## src/sv/hsb_pkg.sv

```systemverilog
// ----------------------------------------------------------------------------
// hsb_pkg: shared constants for the HSB to RGB converter
// Fixed-point constants for the hue reduction and the channel scaling.
// ----------------------------------------------------------------------------
package hsb_pkg;

    typedef logic [7:0] t_chan;

    // Hue is reduced modulo a full turn and split into sixty-degree sectors.
    localparam int unsigned HUE_FULL   = 360;
    localparam int unsigned SECTOR_DEG = 60;
    localparam int unsigned FRAC_ONE   = 255;
    localparam int unsigned SECTOR_ONE = FRAC_ONE * SECTOR_DEG;

    // floor(h / 360) for any 16-bit h equals (h * HUE_RECIP) >> HUE_SHIFT.
    localparam int unsigned HUE_SHIFT  = 24;
    localparam int unsigned HUE_RECIP  = 46604;

    // floor(x / 15300) for x up to 255 * 15300 equals (x * DIV_RECIP) >> DIV_SHIFT.
    localparam int unsigned DIV_SHIFT  = 36;
    localparam int unsigned DIV_RECIP  = 4491470;

endpackage

```

## src/sv/hsb_hue_split.sv

```systemverilog
// ----------------------------------------------------------------------------
// hsb_hue_split: hue reduction and sector split
// Three register stages: reciprocal quotient, modulo 360, sector and remainder.
// ----------------------------------------------------------------------------
module hsb_hue_split (
    input  logic        i_clk,
    input  logic [2:0]  i_en,
    input  logic [15:0] i_hue,
    output logic [2:0]  o_sector,
    output logic [5:0]  o_rem
);

    logic [15:0] r_hue;
    logic [7:0]  r_quot;
    logic [8:0]  r_mod;
    logic [2:0]  r_sector;
    logic [5:0]  r_rem;

    logic [31:0] w_prod;
    logic [16:0] w_sub;
    logic [2:0]  n_sector;
    logic [8:0]  w_base;
    logic [8:0]  w_rem;

    assign w_prod = 32'(i_hue) * 32'(hsb_pkg::HUE_RECIP);
    assign w_sub  = {1'b0, r_hue} - (17'(r_quot) * 17'(hsb_pkg::HUE_FULL));

    always_comb begin
        n_sector = 3'd0;
        for (int k = 1; k < 6; k++) begin
            if (r_mod >= 9'(k * hsb_pkg::SECTOR_DEG)) begin
                n_sector = 3'(k);
            end
        end
    end

    assign w_base = 9'(n_sector) * 9'(hsb_pkg::SECTOR_DEG);
    assign w_rem  = r_mod - w_base;

    always_ff @(posedge i_clk) begin
        if (i_en[0]) begin
            r_hue  <= i_hue;
            r_quot <= w_prod[hsb_pkg::HUE_SHIFT +: 8];
        end
        if (i_en[1]) begin
            r_mod <= w_sub[8:0];
        end
        if (i_en[2]) begin
            r_sector <= n_sector;
            r_rem    <= w_rem[5:0];
        end
    end

    assign o_sector = r_sector;
    assign o_rem    = r_rem;

endmodule

```

## src/sv/hsb_scale.sv

```systemverilog
// ----------------------------------------------------------------------------
// hsb_scale: one channel term floor(v * (15300 - s * k) / 15300)
// Three register stages: s*k, the numerator product, the reciprocal quotient.
// ----------------------------------------------------------------------------
module hsb_scale (
    input  logic          i_clk,
    input  logic [2:0]    i_en,
    input  logic [7:0]    i_sat,
    input  logic [7:0]    i_val,
    input  logic [5:0]    i_k,
    output hsb_pkg::t_chan o_chan
);

    logic [13:0]    r_sk;
    logic [7:0]     r_v;
    logic [21:0]    r_num;
    hsb_pkg::t_chan r_chan;

    logic [13:0] w_diff;
    logic [44:0] w_prod;

    // s * k never exceeds 15300, so the difference stays non-negative.
    assign w_diff = 14'(hsb_pkg::SECTOR_ONE) - r_sk;
    assign w_prod = 45'(r_num) * 45'(hsb_pkg::DIV_RECIP);

    always_ff @(posedge i_clk) begin
        if (i_en[0]) begin
            r_sk <= 14'(i_sat) * 14'(i_k);
            r_v  <= i_val;
        end
        if (i_en[1]) begin
            r_num <= 22'(r_v) * 22'(w_diff);
        end
        if (i_en[2]) begin
            r_chan <= w_prod[hsb_pkg::DIV_SHIFT +: 8];
        end
    end

    assign o_chan = r_chan;

endmodule

```

## src/sv/hsb_to_rgb_converter.sv

```systemverilog
// ----------------------------------------------------------------------------
// hsb_to_rgb_converter: HSB to RGB888 and RGB565 conversion
// Seven register stages lie between an accepted input beat and the output register.
// Throughput: one beat per clock unless stalled; each of the seven stages
// moves when the next stage is empty or moving, so a stall fills bubbles first.
// Reset clears the stage valid bits only; the datapath registers are not reset.
// ----------------------------------------------------------------------------
module hsb_to_rgb_converter (
    input  logic        i_clk,
    input  logic        i_rst_n,
    input  logic        i_valid,
    output logic        o_stall,
    input  logic [15:0] i_hue,
    input  logic [7:0]  i_saturation,
    input  logic [7:0]  i_brightness,
    output logic        o_valid,
    input  logic        i_stall,
    output logic [7:0]  o_red,
    output logic [7:0]  o_green,
    output logic [7:0]  o_blue,
    output logic [15:0] o_packed_565
);

    localparam logic [2:0] SEC_RED_YEL = 3'd0;
    localparam logic [2:0] SEC_YEL_GRN = 3'd1;
    localparam logic [2:0] SEC_GRN_CYN = 3'd2;
    localparam logic [2:0] SEC_CYN_BLU = 3'd3;
    localparam logic [2:0] SEC_BLU_MAG = 3'd4;

    logic [6:0] r_vld;
    logic [6:0] w_en;

    logic [7:0] r_sat [0:2];
    logic [7:0] r_val [0:2];
    logic [2:0] r_sec [0:2];
    logic [7:0] r_vd  [0:2];

    logic [2:0]     w_sector;
    logic [5:0]     w_rem;
    logic [5:0]     w_k_t;
    hsb_pkg::t_chan w_p;
    hsb_pkg::t_chan w_q;
    hsb_pkg::t_chan w_t;

    hsb_pkg::t_chan r_red, r_green, r_blue;
    hsb_pkg::t_chan n_red, n_green, n_blue;

    // A stage loads when it is empty or when the stage after it loads too.
    always_comb begin
        w_en[6] = !r_vld[6] || !i_stall;
        for (int k = 5; k >= 0; k--) begin
            w_en[k] = !r_vld[k] || w_en[k + 1];
        end
    end

    assign o_stall = !w_en[0];

    always_ff @(posedge i_clk) begin
        if (!i_rst_n) begin
            r_vld <= '0;
        end else begin
            if (w_en[0]) begin
                r_vld[0] <= i_valid;
            end
            for (int k = 1; k < 7; k++) begin
                if (w_en[k]) begin
                    r_vld[k] <= r_vld[k - 1];
                end
            end
        end
    end

    // Saturation and brightness ride alongside the hue split.
    always_ff @(posedge i_clk) begin
        if (w_en[0]) begin
            r_sat[0] <= i_saturation;
            r_val[0] <= i_brightness;
        end
        for (int k = 1; k < 3; k++) begin
            if (w_en[k]) begin
                r_sat[k] <= r_sat[k - 1];
                r_val[k] <= r_val[k - 1];
            end
        end
    end

    hsb_hue_split u_split (
        .i_clk    (i_clk),
        .i_en     (w_en[2:0]),
        .i_hue    (i_hue),
        .o_sector (w_sector),
        .o_rem    (w_rem)
    );

    assign w_k_t = 6'(hsb_pkg::SECTOR_DEG) - w_rem;

    // Sector and brightness ride alongside the channel scaling.
    always_ff @(posedge i_clk) begin
        if (w_en[3]) begin
            r_sec[0] <= w_sector;
            r_vd[0]  <= r_val[2];
        end
        for (int k = 1; k < 3; k++) begin
            if (w_en[k + 3]) begin
                r_sec[k] <= r_sec[k - 1];
                r_vd[k]  <= r_vd[k - 1];
            end
        end
    end

    // p is the same form as q and t with a full sector as the remainder.
    hsb_scale u_scale_p (
        .i_clk  (i_clk),
        .i_en   (w_en[5:3]),
        .i_sat  (r_sat[2]),
        .i_val  (r_val[2]),
        .i_k    (6'(hsb_pkg::SECTOR_DEG)),
        .o_chan (w_p)
    );

    hsb_scale u_scale_q (
        .i_clk  (i_clk),
        .i_en   (w_en[5:3]),
        .i_sat  (r_sat[2]),
        .i_val  (r_val[2]),
        .i_k    (w_rem),
        .o_chan (w_q)
    );

    hsb_scale u_scale_t (
        .i_clk  (i_clk),
        .i_en   (w_en[5:3]),
        .i_sat  (r_sat[2]),
        .i_val  (r_val[2]),
        .i_k    (w_k_t),
        .o_chan (w_t)
    );

    always_comb begin
        case (r_sec[2])
            SEC_RED_YEL: begin
                n_red = r_vd[2]; n_green = w_t;     n_blue = w_p;
            end
            SEC_YEL_GRN: begin
                n_red = w_q;     n_green = r_vd[2]; n_blue = w_p;
            end
            SEC_GRN_CYN: begin
                n_red = w_p;     n_green = r_vd[2]; n_blue = w_t;
            end
            SEC_CYN_BLU: begin
                n_red = w_p;     n_green = w_q;     n_blue = r_vd[2];
            end
            SEC_BLU_MAG: begin
                n_red = w_t;     n_green = w_p;     n_blue = r_vd[2];
            end
            default: begin
                n_red = r_vd[2]; n_green = w_p;     n_blue = w_q;
            end
        endcase
    end

    always_ff @(posedge i_clk) begin
        if (w_en[6]) begin
            r_red   <= n_red;
            r_green <= n_green;
            r_blue  <= n_blue;
        end
    end

    assign o_valid      = r_vld[6];
    assign o_red        = r_red;
    assign o_green      = r_green;
    assign o_blue       = r_blue;
    assign o_packed_565 = {r_red[7:3], r_green[7:2], r_blue[7:3]};

endmodule

```

## config.mk

```make
export PLATFORM = sky130hd
export DESIGN_NAME = hsb_to_rgb_converter
export DESIGN_NICKNAME = d
export VERILOG_FILES = /design/src/sv/hsb_pkg.sv /design/src/sv/hsb_hue_split.sv /design/src/sv/hsb_scale.sv /design/src/sv/hsb_to_rgb_converter.sv
export SDC_FILE = /design/constraint.sdc
export NUM_CORES = 2
export LEC_CHECK = 0
export BUFFER_PORTS_ARGS = -buffer_cell sky130_fd_sc_hd__buf_2
export CAP_MARGIN = 25
export CORE_MARGIN = 3
export CORE_UTILIZATION = 30
export CTS_CLUSTER_DIAMETER = 100
export DETAILED_ROUTE_END_ITERATION = 12
export PLACE_DENSITY = 0.4
export SYNTH_ARGS = -nofsm -noshare
export SYNTH_HDL_FRONTEND = slang
export SYNTH_SLANG_ARGS = --single-unit
```

## constraint.sdc

```tcl
create_clock -name i_clk -period 21.4 [get_ports i_clk]
set_input_delay 6.42 -clock i_clk [delete_from_list [all_inputs] [get_ports i_clk]]
set_output_delay 6.42 -clock i_clk [all_outputs]
set_load 0.01 [all_outputs]
```

==> impl_metrics.json <==
{
  "outcome": "completed",
  "r2r-start": "u_scale_q.r_num[13]",
  "worstHoldStart": "r_sat[0][11]",
  "routed_wl_mm": 102,
  "syn_area_sq_um": 44600,
  "r2r-end": "u_scale_q.o_chan[7]",
  "drtPass1Iterations": 5,
  "met1_usage_pct": 20.4,
  "floorplan.initialDensity_pct": 30.4,
  "wl_per_cell_microns": 16.5,
  "fin_skew_ns": 0.0148,
  "overflow": 0,
  "grt_pass1_vias": 30700,
  "synth_compound_area_share_pct": 5.98,
  "post_cts_buffers": 0,
  "ys_warn_count": 0,
  "hp-class": "reg2reg",
  "fill_cells": 15000,
  "r2r_slack_ns": 14.05,
  "yosys.area_share.simple_pct": 8.35,
  "grt_use_total_pct": 14.1,
  "synth-adder-area-share_pct": 54.5,
  "finalCritPeriodShare_pct": 65.4,
  "clock-sinks": 271,
  "synth_nets": 5787,
  "r2r_cells": 17,
  "synthXorXnorAreaFrac_pct": 3.26,
  "antenna_found_initial": 6,
  "finalHoldViolCount": 0,
  "dieHeight_microns": 392,
  "numCtsBuffers": 38,
  "synth_seq_cells": 271,
  "cts-root-buf": "clkbuf_16",
  "finalMaxSlewViolations": 0,
  "row_count": 140,
  "holdPathEnd": "r_sat[0][19]",
  "fp.coreArea_sq_um": 147000,
  "grt_start_max_net_pins": 54,
  "syn_inst": 4195,
  "busiest_layer": "met2",
  "die_area_sq_um": 153000,
  "cp_data_arrival_time_ns": 7.58,
  "htree_levels": 2,
  "layout_commonest_cell": "inv_1",
  "setup.worst_path.end_class": "output port",
  "worst_setup_path_start_kind": "input pin",
  "port_buffers": 77,
  "worst_ep_required_time_ns": 14.98,
  "layout_common_cells": "inv_1, ha_1, fa_1",
  "multiInputGateArea_sq_um": 32600,
  "post_cts_resize_count": 0,
  "die_x_microns": 392,
  "critPathKind": "in2out",
  "drv_cap": 0,
  "synth_top_family_by_area": "adder cells",
  "place_inst": 6135,
  "post-route-min-period_ns": 14.00,
  "setup_viol": 0,
  "cts_tree": "built",
  "drtIter0Drc": 870,
  "use_met2_pct": 23.4,
  "instances_no_fill": 6207,
  "syn_to_final_growth_pct": 8.83,
  "gp_congestion": 0.789,
  "layout.nets": 5851,
  "slew_headroom_pct": 39.5,
  "drive_above_1_share_pct": 4.59,
  "clockBufferDepth": 3,
  "muxShareOfSynthArea_pct": 0.959,
  "rsz0062_at_grt": "no",
  "clkTransAtPathRegs_ns": 0.06,
  "hold_depth": 0,
  "vias": 27500,
  "syn_avg_cell_area_sq_um": 10.6,
  "setup_tns_ns": 0,
  "worstMarginPinSlew_ns": 0.901,
  "drc": 0,
  "place_hpwl_mm": 85.1,
  "io-pin-count": 78,
  "clock.fmax_mhz": 71.4,
  "hold-worst-slack_ns": 0.416,
  "grt_first_pass_wirelength_mm": 170,
  "ys_types": 70,
  "synth_ff_type": "edfxtp_1",
  "gr-usage-met3_pct": 1.27,
  "ys_seq_area_share_pct": 18.1,
  "cts_hold_buf": 0,
  "antenna_left": 0,
  "clk_latency_ns": 0.58,
  "path_max_fanout": 5,
  "synth_edf_count": 264,
  "regArea_sq_um": 8070,
  "vias_per_cell": 4.43,
  "async_reset_ff_share_pct": 0
}
==> layout make-up <==
type,instances,area share (%)
antenna,2,0.0103
clock buffer,45,2.12
clock inverter,24,0.489
inverter,956,7.39
multi-input combinational,2891,67.2
sequential,271,16.6
tap,1917,4.94
timing repair buffer,101,1.25
==> sequential cells by signal, indices dropped and copies added, names as in the netlist, 9 cells and up <==
signal / count
r_sat: 24
r_vd: 24
r_val: 24
u_scale_q.r_sk: 14
u_split.r_hue: 9
u_scale_t.r_sk: 13
r_sec: 9
u_scale_p.r_num: 20
u_scale_t.r_num: 21
u_scale_p.r_sk: 12
u_scale_q.r_num: 22
u_split.r_mod: 9
==> critical path, stage by stage <==
cell,delay (ns)
buf_2,0.09
and3_1,0.29
and3_1,0.29
and3_1,0.22
nand2_1,0.08
inv_1,0.07
buf_2,0.12
==> cell usage after synthesis (30+ instances only) <==
library cell / instances / area, sq um
clkbuf_1: 59 / 221
xnor2_1: 111 / 972
nand3_1: 30 / 150
fa_1: 648 / 13000
edfxtp_1: 264 / 7930
a21o_1: 51 / 383
ha_1: 908 / 11400
o21ai_0: 74 / 370
a21oi_1: 142 / 711
inv_1: 956 / 3590
nor2b_1: 88 / 551
nor2_1: 68 / 255
xor2_1: 55 / 482
nand2_1: 195 / 732
and2_1: 225 / 1410
==> kinds of logic after synthesis <==
kind of cell	count (synthesis)
AOI/OAI and AO/OA	419
xor gates and xnor gates	166
adders and majority gates	1557
buffers and inverters	1033
DFF	271
muxes	40
and+or+nand+nor	709
==> how the worst max path moves through the flow <==
stage                 start      end  slack (ns)  depth (start not counted)
CTS                 i_stall  o_stall        7.39                          7
global route        i_stall  o_stall        7.28                          7
detailed placement  i_stall  o_stall        7.40                          7
global placement    i_stall  o_stall        7.41                          7
floorplan           i_stall  o_stall        7.03                          5
finish              i_stall  o_stall        7.40                          7
==> per-stage QoR <==
stage	area, sq um	util [%]	worst slack (ns)
5_1_grt	48600	33.1	7.28
2_1_floorplan	44600	-	7.03
3_5_place_dp	47300	32.2	7.40
4_1_cts	48500	33.1	7.39
6_report	48600	33.1	7.40
3_3_place_gp	47200	32.2	7.41
==> layer usage <==
metal  part of all wire [%]  vias to the layer above  wire length (microns)
met1                     51                    13600                  52500
met5                      0                        -                      0
met4                    1.0                        0                   1030
met3                    1.7                       56                   1780
li1                       -                    13700                      -
met2                     46                      171                  47100
Power is not shown: default switching activity piles up to over one toggle a cycle in this logic, so the estimate is an artifact.
